[src/sv/lcmt_pkg.sv]
// Shared widths, constants and the node record of the minimum line tree.
package lcmt_pkg;

  localparam int DOMAIN_BITS_DEF = 10;
  localparam int COORD_W = 32;
  localparam int XOFF_W = 10;
  localparam int VAL_W = 63;
  localparam int OPD_W = COORD_W + 1;
  localparam int PROD_W = 2 * OPD_W;
  localparam int SUM_W = PROD_W + 1;

  localparam logic signed [SUM_W-1:0] EMPTY_VAL = 67'sd4611686018427387903;
  localparam logic signed [SUM_W-1:0] LOW_SAT = -67'sd4611686018427387904;

  typedef struct packed {
    logic                      valid;
    logic signed [COORD_W-1:0] slope;
    logic signed [COORD_W-1:0] intercept;
  } node_t;

endpackage

[src/sv/lcmt_mac.sv]
// Shared multiply unit: registered product, then add of the line offset.
module lcmt_mac import lcmt_pkg::*; (
  input  logic                    clk_i,
  input  logic signed [OPD_W-1:0] a_i,
  input  logic signed [OPD_W-1:0] b_i,
  input  logic signed [OPD_W-1:0] c_i,
  output logic signed [SUM_W-1:0] sum_o
);

  localparam int PExt = SUM_W - PROD_W;
  localparam int CExt = SUM_W - OPD_W;

  logic signed [PROD_W-1:0] prod_q;

  always_ff @(posedge clk_i) begin
    prod_q <= PROD_W'(a_i) * PROD_W'(b_i);
  end

  assign sum_o = $signed({{PExt{prod_q[PROD_W-1]}}, prod_q})
               + $signed({{CExt{c_i[OPD_W-1]}}, c_i});

endmodule

[config.mk]
export PLATFORM = sky130hd
export DESIGN_NAME = lcmt_mac
export DESIGN_NICKNAME = d
export VERILOG_FILES = /design/src/sv/lcmt_pkg.sv /design/src/sv/lcmt_mac.sv
export SDC_FILE = /design/constraint.sdc
export NUM_CORES = 2
export LEC_CHECK = 0
export BUFFER_PORTS_ARGS = -buffer_cell sky130_fd_sc_hd__buf_2
export CAP_MARGIN = 20
export CELL_PAD_IN_SITES_DETAIL_PLACEMENT = 1
export CELL_PAD_IN_SITES_GLOBAL_PLACEMENT = 1
export CORE_UTILIZATION = 35
export CTS_BUF_LIST = sky130_fd_sc_hd__clkbuf_4
export DETAILED_ROUTE_END_ITERATION = 10
export GPL_TIMING_DRIVEN = 0
export HOLD_SLACK_MARGIN = 0.06
export PLACE_DENSITY_LB_ADDON = 0.1
export SETUP_SLACK_MARGIN = 0.5
export SYNTH_ARGS = -nofsm -noshare
export SYNTH_HDL_FRONTEND = slang
export SYNTH_SLANG_ARGS = --single-unit
[constraint.sdc]
create_clock -name clk_i -period 8.5 [get_ports clk_i]
set_input_delay 1.275 -clock clk_i [delete_from_list [all_inputs] [get_ports clk_i]]
set_output_delay 1.275 -clock clk_i [all_outputs]
set_load 0.01 [all_outputs]
### Word-level counts from Yosys, hierarchy flattened

Index checks and enable logic that the tools add are counted.

* multipliers: 1
* add/subtract/negate cells: 1

Operators by type and width (count)
* $add A66 B33 Y67: 1
* $mul A33 B33 Y66: 1

* input port bits: 100
* register bits: 66
* word-level logic and storage cells: 3
* output and inout port bits: 67

### Logic depth before layout (Yosys ltp)

* depth in word-level cells: 1
* gate-level depth with buffers: 29

### Worst setup path after synthesis

Ideal clock, no wire load.

* kind: input-to-reg
* start point: input b_i[0]
* end point: register prod_q[64]
* arrival time: 8.513 ns
* data required time: 8.428 ns
* library setup time: 0.072 ns
* stages on the path: 25
* path slack: -0.086 ns
* path through: clkbuf_1 and2_1 fa_1 fa_1 fa_1 fa_1 inv_1 fa_1 inv_1 fa_1 fa_1 inv_1 fa_1 inv_1 ha_1 a21oi_1 inv_1 a21oi_1 o31ai_1 o211ai_1 nand3_1 o221ai_1 o21ai_0 a311oi_1 xnor2_1

* cells in the longest elaborated chain, start to end: 1

Ends and longest elaborated chain
* start, declared: line lcmt_mac.sv:5 `input logic signed [OPD_W-1:0] b_i,`
* $mul A33 B33 Y66: line lcmt_mac.sv:16 `prod_q <= PROD_W'(a_i) * PROD_W'(b_i);`
* end signal, assigned: line lcmt_mac.sv:16
* end, declared: line lcmt_mac.sv:13 `logic signed [PROD_W-1:0] prod_q;`

No other way between the ends.

### Worst setup path in the final report

* start point: input a_i[3]
* end point: register prod_q[63]

* cells in the longest elaborated chain, start to end: 1

Ends and longest elaborated chain
* start, declared: line lcmt_mac.sv:4 `input logic signed [OPD_W-1:0] a_i,`
* $mul A33 B33 Y66: line lcmt_mac.sv:16

No other way between the ends.

==> summary by stage <==
Run status
The flow ran to the end, but the final reports show violations. The final reports fail on design-rule violations, negative setup slack.

Timing
The smallest clock period supported by the final layout is computed as 8.770 ns. Setup repair after global routing could not meet its margin everywhere. Measured against its own limit, the worst slew margin works out to 29.58%. For this run, the top clock speed supported by timing is 114.0 MHz. The number of hold violations in the final report was 0. The final-report max-slew violation count came to 0.

The transition time at the pin with the least slew margin is 1.056 ns. The worst path uses 103.2% of the clock period. After layout, the worst setup slack is -0.2703 ns.

Setup violations remaining at the end of the flow were counted as 3.

Critical path
The required time at the endpoint of the critical path is 8.84 ns. The cell family with the largest share of critical-path delay is adder cells. The cell that appears most often on the critical path is fa_1.

The path type of the worst setup path is input port to register. The worst path arrival time is 9.11 ns. The delay of the slowest cell on the worst path is 0.63 ns. The sum of buffers and inverters on the critical path is 9. The critical path launch point type is an input port. Of all nets on the critical path, the largest fanout is 10. STA classifies the critical path endpoint as a register. The library cell contributing the largest single delay on the critical path is fa_2.

Route
Summed over all layers, the routed wires come to 197900 microns. The total iterations of the first detailed-routing run is 11. The total via count in the routed design is 35.56k. After the first detailed-routing iteration, the DRC count stood at 2884.

After detailed routing, the average wire length per cell comes to 28.98 microns. The number of nets with antenna violations after routing is 0. The per-cell via count in the routed design is 5.208. The remaining routing DRC violations is 75.

Final layout
The utilization after layout is 41.61%. The largest registers in the layout are prod_q: 66 flops. The number of nets in the layout is 6702. The register with the most flip-flops in the layout has 66 of them. The area growth from synthesis to final layout is 17.64%. In the final layout, the share of cells above drive strength 1 is 15.18%. Counting flops per register, the top entry is prod_q.

Global routing
Entering global routing, the biggest net connects 35 pins. The number of global-route vias before repair was 38.73k. The initial antenna violation count is 32.

The total global routing overflow is 0. The total routing usage reported by global routing is 31.68%. The first global-routing pass estimated 283300 microns of wire.

Logic synthesis
Synthesis produced a netlist with a net count of 6372. The synthesized flop and latch total is 66. The area share of the largest cell type after synthesis is 52.26%. The number of different library cells used by synthesis comes to 69. Synthesis produced a netlist whose cell count is 4843.

Of all cell types, the one taking the most synthesized area is fa_1. The cell with the most instances after synthesis is inv_1. The post-synthesis async set-or-reset flop share is 0%. Among all flip-flop cells after synthesis, the most frequent one is dfxtp_1. The number of warnings reported in the yosys synthesis log is 0.

The sequential cell area fraction in the yosys report is 3.010%. Ranked by total cell area, the synthesized netlist is headed by fa_1 (52%), inv_1 (10%), ha_1 (8.1%). The average footprint of a synthesized cell is 9.065 sq um.

After synthesis, the most frequently instantiated cells are inv_1 (1177), fa_1 (1146), nand2_1 (606). The count of flip-flops with a built-in enable after synthesis is 0. The synthesized area is 0.04390 sq mm.

Floorplan
The floorplan step defined a die boundary enclosing 0.1269 sq mm. Measured along the y axis, the die boundary spans 356.2 microns. The starting density of the core is 35.37%. The number of top-level design ports is 167.

The core box area is 0.1241 sq mm. In this run the horizontal extent of the chip is 356.2 microns. The floorplan has 129 rows.

Placed design
The detailed placement HPWL is 162600 microns. The count of buffers added on input and output ports is 166. At the end of routability-driven placement, the weighted congestion stood at 0.9804.

Clock tree
The total clock buffers created by CTS is 9. The number of clock sinks seen by CTS is 66. The H-tree depth is 3. The clock-pin slew reported for the worst setup and hold paths after clock tree synthesis is 0.12 ns. The CTS tree is built. CTS placed an instance of clkbuf_4 at the clock tree root.

Counting along the longest clock path gives a buffer depth of 2.

Flow run
Max-cap violations in this run came to 0.

Min path
The path type of the worst min-delay path is input port to register.
## layer usage
metal | vias up | GRT usage, % | share of wire, %
met5 | - | 0 | 0
met1 | 18960 | 45.55 | 44
met2 | 1509 | 48.75 | 43
met3 | 224 | 5.913 | 9.3
li1 | 14870 | - | -
met4 | 0 | 8.549 | 3.2
## metrics by stage
stage	hold slack, ns	instances	TNS [ns]	setup slack [ns]	instance area [sq um]
3_5_place_dp	1.752	6669	-52.07	-2.023	47460
6_report	1.156	6829	-0.3242	-0.2703	51650
2_1_floorplan	1.402	4843	0	0.2077	44220
4_1_cts	1.111	6775	-0.2394	-0.2394	50950
3_3_place_gp	1.746	6646	-56.66	-2.223	47100
5_1_grt	1.132	6816	-0.9357	-0.3589	51610
## cell type report
| cell class | instances | area (sq um) |
|---|---|---|
| Antenna cell | 14 | 35.03 |
| Buffer | 224 | 2744 |
| Clock buffer | 9 | 67.56 |
| Clock inverter | 7 | 53.80 |
| Fill cell | 14250 | 72470 |
| Inverter | 1177 | 4438 |
| Multi-Input combinational cell | 3376 | 38380 |
| Sequential cell | 66 | 1321 |
| Tap cell | 1637 | 2048 |
| Timing Repair Buffer | 319 | 2557 |
## worst paths after layout
kind,from,to,slack (ns),depth (start not counted)
min,b_i[0],prod_q[0]$_DFF_P_,1.16,2
max,a_i[3],prod_q[63]$_DFF_P_,-0.27,29
## cells by family (layout without fill, tap and decap cells)
| logic type | count (synthesis) | in the layout | share of synthesized area [%] |
|---|---|---|---|
| fa+ha+maj | 1429 | 1429 | 60.32 |
| simple gates | 1397 | 1397 | 15.85 |
| buf+inv | 1401 | 1736 | 11.99 |
| xor+xnor | 135 | 135 | 2.693 |
| other cells | 0 | 14 | 0 |
| compound gates | 412 | 412 | 6.065 |
| flops | 66 | 66 | 3.010 |
| mux | 3 | 3 | 0.06840 |
## timing repair
item | 4_1_cts | 5_1_grt
setup endpoints to repair | 44 | 38
gates resized for setup | 708 | 98
gates cloned | 1 | 0
hold buffers | 0 | 0
buffers inserted | 89 | 40
pin swaps | 93 | 106
## layout by cell type (no fill, tap or decap), drive strengths merged, types with 8 or more instances in the layout
master / instances
a211oi: 15
a21boi: 8
a21o: 72
a21oi: 125
a31oi: 10
and2: 538
and3: 17
buf: 333
clkbuf: 218
dfxtp: 66
diode: 14
fa: 1146
ha: 283
inv: 1175
nand2: 606
nand2b: 19
nand3: 30
nand4: 22
nor2: 106
nor2b: 13
nor3: 18
o211ai: 10
o21a: 18
o21ai: 73
o21bai: 23
o31ai: 8
xnor2: 92
xor2: 43
Power is left out: the tool's default activity adds up to more than one toggle a clock period on the data nets, which glitch-free logic cannot reach.
