**config.mk**
```make
export PLATFORM = sky130hd
export DESIGN_NAME = lcmt_ram
export DESIGN_NICKNAME = d
export VERILOG_FILES = /design/src/sv/lcmt_ram.sv
export SDC_FILE = /design/constraint.sdc
export NUM_CORES = 1
export LEC_CHECK = 0
export BUFFER_PORTS_ARGS = -buffer_cell sky130_fd_sc_hd__clkbuf_2
export CORE_UTILIZATION = 40
export DETAILED_ROUTE_END_ITERATION = 7
export PLACE_DENSITY_LB_ADDON = 0.08
export RECOVER_POWER = 50
export SLEW_MARGIN = 40
export SYNTH_ARGS = -nofsm -noshare
export SYNTH_HDL_FRONTEND = slang
export SYNTH_SLANG_ARGS = --single-unit
```
**constraint.sdc**
```tcl
create_clock -name clk_i -period 5.8 [get_ports clk_i]
set_input_delay 1.45 -clock clk_i [delete_from_list [all_inputs] [get_ports clk_i]]
set_output_delay 1.45 -clock clk_i [all_outputs]
set_load 0.01 [all_outputs]
```
**src/sv/lcmt_ram.sv**
```systemverilog
// Generic simple dual-port RAM, one write port and one registered read port.
module lcmt_ram #(
  parameter int Width = 8,
  parameter int Depth = 16
) (
  input  logic                     clk_i,
  input  logic                     we_i,
  input  logic [$clog2(Depth)-1:0] waddr_i,
  input  logic [Width-1:0]         wdata_i,
  input  logic [$clog2(Depth)-1:0] raddr_i,
  output logic [Width-1:0]         rdata_o
);

  logic [Width-1:0] mem_q [Depth];

  always_ff @(posedge clk_i) begin
    if (we_i) begin
      mem_q[waddr_i] <= wdata_i;
    end
    rdata_o <= mem_q[raddr_i];
  end

endmodule

```
---- Yosys cells after proc, flatten, opt, wreduce, memory -nomap -nowiden ----
Memories as Yosys holds them, arrays and structs flattened. A register that Yosys moved wholly into a read port is not among the register bits.
Index checks and enable logic that the tools add are counted.
storage, ports and cells
  register bits after elaboration ......... 0
  bits in latches ......................... 0
  bits in writable memories ............... 128
  bits in read-only memories .............. 0
  input bits .............................. 18
  output and inout bits ................... 8
  memories kept ........................... 1
operators by class
  add/subtract/negate cells ............... 0
  multipliers ............................. 0
  divide/modulo/power cells ............... 0
  order comparisons ....................... 0
  equal/unequal tests ..................... 0
  shift-type cells ........................ 0
  muxes and demuxes ....................... 2
  bitwise operators ....................... 0
  reduce and logical (&&, ||, !) cells .... 0
memories
  memory  depth  width  rd ports  clocked after Yosys merged registers in  wr ports  line  text
  mem_q   16     8      1         1                                        1         14    logic [Width-1:0] mem_q [Depth];
operators by type and width
  operator          number
  2-to-1 mux 1 bit  2

---- Depth between registers and ports, before layout ----
Gate-level depths: netlist of run 1.
  word-level depth ........................ 2
  depth in mapped cells ................... 5
  depth with buffers taken out ............ 3

---- Least setup slack after synthesis of run 1 ----
Ideal clock, no wire load.
  kind .................................... input port to flip-flop
  start point ............................. in waddr_i[2]
  end point ............................... mem mem_q[0][0] (enable)
  setup time .............................. 0.383 ns
  data arrival time ....................... 2.560 ns
  slack ................................... 2.857 ns
  stages .................................. 2
  path buffers ............................ 0
  cells stage by stage .................... or3b_2 nor3_1
RTL lines
  what             line  text
  start, declared  8     input logic [$clog2(Depth)-1:0] waddr_i,
  end, declared    14
Straight into the memory's write port.

==> metrics.txt, run 1 <==
Final nets=283; multi-input logic area=0.00112 mm^2; vias per std cell=5.23; syn_area_per_cell=22.5 um^2; residual DRC count=0; top-count cell post-synth=edfxtp_1; GPL Wtd Cong=slightly below 0.7; routed wire length=10200 um; Reg clk slew, reported paths=around 0.050 ns; run status=completed; share of post-route cells with drive strength above 1=27.5%; Setup-failing EPs final=0; Iter 0 DRT Violations=161; Synth area leader=edfxtp_1; CP Class=in -> reg; post-synth net total=247; post_cts resized=0; number of port buffers=25; Die Y=115 um; Final min period=2.75 ns; Yosys reg bits=roughly 140; Synth top area share=around three quarters; Register Area=~0.004 mm^2; Slew Viols, Final=0; CTS tree=built; Critical Path AT=roughly 3.0 ns; Pwr Density=364 mW/mm^2; fmax=364 MHz; gr ovfl total=0; setup_tns=0 ns; Final HPWL DP=approximately 6100 um; Worst Max-Slew Pin Slew=0.840 ns; clk_skew=0.00377 ns; R2R Setup Slk=4.43 ns; final hold vios=0; Die Wd=115 um; postcts setup bufs=0; max_cap viols=0; H-tree Lvls=4; Hold WS=0.670 ns; Mapped Cells=229; Initial Util=41.0%; HP Class=reg -> reg; Critical Path Start Type=input pin; final setup margin=3.05 ns; crit path max fanout=25; Worst Path Required=6.10 ns; first-pass GRT wire length=15100 um; Root Buffer=clkbuf_16; largest net degree at the start of global routing=33; die area=0.0133 mm^2; antenna-violating nets left=0; Finished Core Util=a little under half; placed cell count=418; Total GRT Usage=17.4%; register area share after synthesis=77.8%; final worst-path cycle share=47.4%; top cells by count, synth=edfxtp_1 (128), mux4_2 (18), a22oi_1 (16); EDFF count, synth=128; Peak VDD IR=~0.00019 V; clock sinks=136; Vias=between 2000 and 2500; # IOs=26; Hold-fix buffers, CTS=0; post-route insts no fill=448; Place WS=2.57 ns; Post-synth ARST share=0%; number of global-route vias before repair=2442; P_leak=1.95 nW; Fill cells=approximately 1100; total CTS buffers=17; CP endpoint kind=flop; top_reg_cell synth=edfxtp_1; deepest clock path buffer count=2; max_slew headroom=a little over two fifths; RSZ-0062 raised after global routing=false; clk_lat worst skew=just over 0.4 ns; n_diodes=0; distinct cell type count of the synthesized netlist=19; cell area after synthesis=0.00515 mm^2; initial antenna violation count=0; core footprint=0.0126 mm^2; top post-synthesis cells by area=edfxtp_1 (75%), mux4_2 (7.9%), mux4_1 (7.1%); Area Overhead vs Synth=16.9%; Avg WL per Cell=22.8 um; Row Count=41; Yosys Warn Count=0; DR pass1 iterations=4
## cell type report
class,count,area share (%)
Timing Repair Buffer,27,2.16
Sequential cell,136,66.5
Multi-Input combinational cell,83,18.6
Tap cell,172,3.58
Clock buffer,27,8.86
Clock inverter,3,0.249
## sequential cells by signal (all words and copies together), names as in the netlist
name	cells
mem_q	128
rdata_o	8
## cells by family after synthesis
kind of cell    after synthesis  share of synthesized area, %
compound gates               16                          2.33
buf+inv                      10                          1.68
flops                       136                          77.8
mux                          32                          15.0
simple gates                 35                          3.18
## path summary, 6_finish.rpt
path,end,cells after the start,start
min,rdata_o[0],3,mem_q[14][0]
max,rdata_o[5],5,raddr_i[0]
max reg2reg,rdata_o[6],3,mem_q[3][6]
min reg2reg,rdata_o[0],3,mem_q[14][0]
## worst max-delay path, stage by stage
cell and delay, ns:
clkbuf_4 0.45, buf_4 0.31, mux4_1 0.56, a22oi_1 0.19, nand2_1 0.07
## per-layer routing
| metal | track usage (%) | up-vias | share of wire (%) |
|---|---|---|---|
| met5 | 0 | - | 0 |
| met4 | 9.00 | 0 | 1.9 |
| met3 | 4.65 | 17 | 4.1 |
| met2 | 25.4 | 67 | 47 |
| met1 | 23.9 | 1217 | 47 |
| li1 | - | 1042 | - |
## power by group
| group | internal [mW] | switching (mW) |
|---|---|---|
| Clock | 0.619 | 0.363 |
| Combinational | 0.0391 | 0.0616 |
| Sequential | 1.10 | 0.00638 |
| Total | 1.76 | 0.431 |
## through the flow
stage / total power, mW / cell area, um^2
after floorplan: 1.18 / 5150
after global placement: 1.23 / 5430
after detailed placement: 1.23 / 5480
after CTS: 2.21 / 6030
after global routing: 2.25 / 6020
final: 2.19 / 6020
## placed cells by master, fill, tap and decap left out, drive strengths merged
master      n
edfxtp    128
clkbuf     53
mux4       32
a22oi      16
nor2       13
nand2       9
dfxtp       8
nor3        4
nand3b      2
nand2b      2
clkinv      2
nor2b       1
and2        1
and2b       1
nand3       1
or3b        1
clkinvlp    1
buf         1
No activity file was read; power rests on OpenSTA's default activity.
==> run 2: changes to the inputs <==
ABC_AREA = 1   (was default)
clock period = 2.45 ns   (was 5.8 ns; I/O delays follow)
==> run 2 against run 1 <==
Compared with the run above: wire length increased by 34%; via count grew 62%; sequential share of layout area fell by 6.6 points; setup slack got worse by 2.1 ns; highest routed layer unchanged; critical path type is now reg -> out; largest cell class unchanged; non-clock buffer count grew 20.
==> metrics.txt, run 2 <==
share of post-route cells with drive strength above 1=10.7%; # IOs=26; commonest non-fill, non-tap cells in the layout=nand2_1 (173), edfxtp_1 (128), inv_1 (100); final worst-path cycle share=62.0%; die area=approximately 0.015 mm^2; CP Class=reg -> out; Setup-failing EPs final=0; Die Wd=~120 um; Yosys reg bits=approximately 140; GPL Wtd Cong=0.773; Pwr Density=809 mW/mm^2; clock sinks=136; top-count cell post-synth=nand2_1; most common cell after layout, fill and taps aside=nand2_1; Synth top area share=66.7%; crit-path cells=clkbuf_2; post_cts resized=0; setup_tns=0 ns; number of port buffers=25; cell area after synthesis=approximately 0.0058 mm^2; slowest CP cell=dfxtp_1; antenna-violating nets left=0; Critical Path AT=~0.91 ns; vias per std cell=4.82; RSZ-0062 raised after global routing=false; register with the most flip-flops=mem_q; Row Count=43; Root Buffer=clkbuf_16; routed wire length=13700 um; EDFF count, synth=~130; core footprint=0.0140 mm^2; top cells by count, synth=nand2_1 (173), edfxtp_1 (128), inv_1 (100); number of global-route vias before repair=3515; largest net degree at the start of global routing=65; crit path max fanout=1; residual DRC count=0; Synth area leader=edfxtp_1; syn_area_per_cell=10.5 um^2; initial antenna violation count=0; final hold vios=0; Post-synth ARST share=0%; Die Y=122 um; Final min period=1.52 ns; n_diodes=0; Peak VDD IR=0.000455 V; Worst Path Required=1.84 ns; H-tree Lvls=4; run status=completed; top flop regs=mem_q (128), rdata_o (8); first-pass GRT wire length=21200 um; Power, Total=5.41 mW; top_reg_cell synth=edfxtp_1; Hold-fix buffers, CTS=0; post-synth net total=approximately 570; fmax=658 MHz; Avg WL per Cell=approximately 17 um; placed cell count=754; Total GRT Usage=around a fifth; Slew Viols, Final=0; DR pass1 iterations=5; Initial Util=~41%; Final HPWL DP=roughly 8400 um; Critical Path Start Type=flop; gr ovfl total=0; max_slew headroom=36.6%; slowest stage delay, CP=0.35 ns; Area Overhead vs Synth=15.9%; Final nets=611; max_cap viols=0; Yosys Warn Count=0; Largest register FFs=about 130; P_leak=2.89 nW; clk_lat worst skew=approximately 0.41 ns; clk_skew=0.00265 ns; R2R Setup Slk=1.39 ns; Place WS=0.638 ns; post-route insts no fill=786; HP Class=in -> reg; CTS tree=built; register area share after synthesis=69.4%; Reg clk slew, reported paths=0.05 ns; reg2reg start=mem_q[8][0]; worst hold start=raddr_i[3]; distinct cell type count of the synthesized netlist=12; CP endpoint kind=output pin; crit path from=rdata_o[3]; deepest clock path buffer count=2; Vias=around 3800; postcts setup bufs=0; Iter 0 DRT Violations=305; Worst Max-Slew Pin Slew=0.952 ns; crit-path leading delay family=flip-flops; final setup margin=0.930 ns; Mapped Cells=about 550; top post-synthesis cells by area=edfxtp_1 (67%), nand2_1 (11%), nand3_1 (8.4%); crit path buf inv count=1; total CTS buffers=17
[run 2: cell count changes after synthesis, sizes merged, moves of 4 or more]
| cell | previous run | this run |
|---|---|---|
| nand2 | 9 | 173 |
| inv | 0 | 102 |
| nand3 | 1 | 97 |
| mux4 | 32 | 0 |
| buf | 7 | 24 |
| a22oi | 16 | 0 |
| nor2 | 13 | 17 |
| nor3 | 4 | 0 |
[run 2: final timing paths]
path | end | cells past startpoint
hold / removal | rdata_o[6] | 3
setup reg to reg | rdata_o[0] | 6
setup / recovery | rdata_o[3] | 1
hold reg to reg | rdata_o[1] | 6
[run 2: layout make-up]
| type | instances | area, um^2 |
|---|---|---|
| multi-input cells | 289 | 1210 |
| repair buffers | 47 | 288 |
| inverters | 102 | 383 |
| fillers | 1346 | 7310 |
| well taps | 180 | 225 |
| clock inverters | 13 | 135 |
| flip-flops and latches | 136 | 4000 |
| clock buffers | 19 | 433 |
[run 2: through the flow]
step	instance area (um^2)	hold slack, ns	util (%)
after global routing	6680	0.642	47.8
after CTS	6700	0.634	47.9
final	6680	0.631	47.8
after global placement	6130	0.668	43.8
after floorplan	5770	0.607	-
after detailed placement	6130	0.672	43.8
[run 2: per-layer routing]
layer | track usage (%) | routed length [um] | vias up
li1 | - | - | 1854
met1 | 29.8 | 6830 | 1805
met2 | 29.1 | 5970 | 115
met3 | 3.42 | 764 | 13
met4 | 8.00 | 157 | 0
met5 | 0 | 0 | -
[run 2: power by group]
group	total (mW)	internal (mW)	leakage (nW)	switching, mW
registers	2.62	2.60	1.22	0.0156
logic	0.321	0.0906	1.38	0.231
clock network	2.47	1.57	0.284	0.894
[run 2: logic make-up (layout without fill, tap and decap cells)]
| family | Yosys count | after routing | synth area share, % |
|---|---|---|---|
| buffers and inverters | 126 | 181 | 9.52 |
| and+or+nand+nor | 289 | 289 | 21.0 |
| DFF | 136 | 136 | 69.4 |
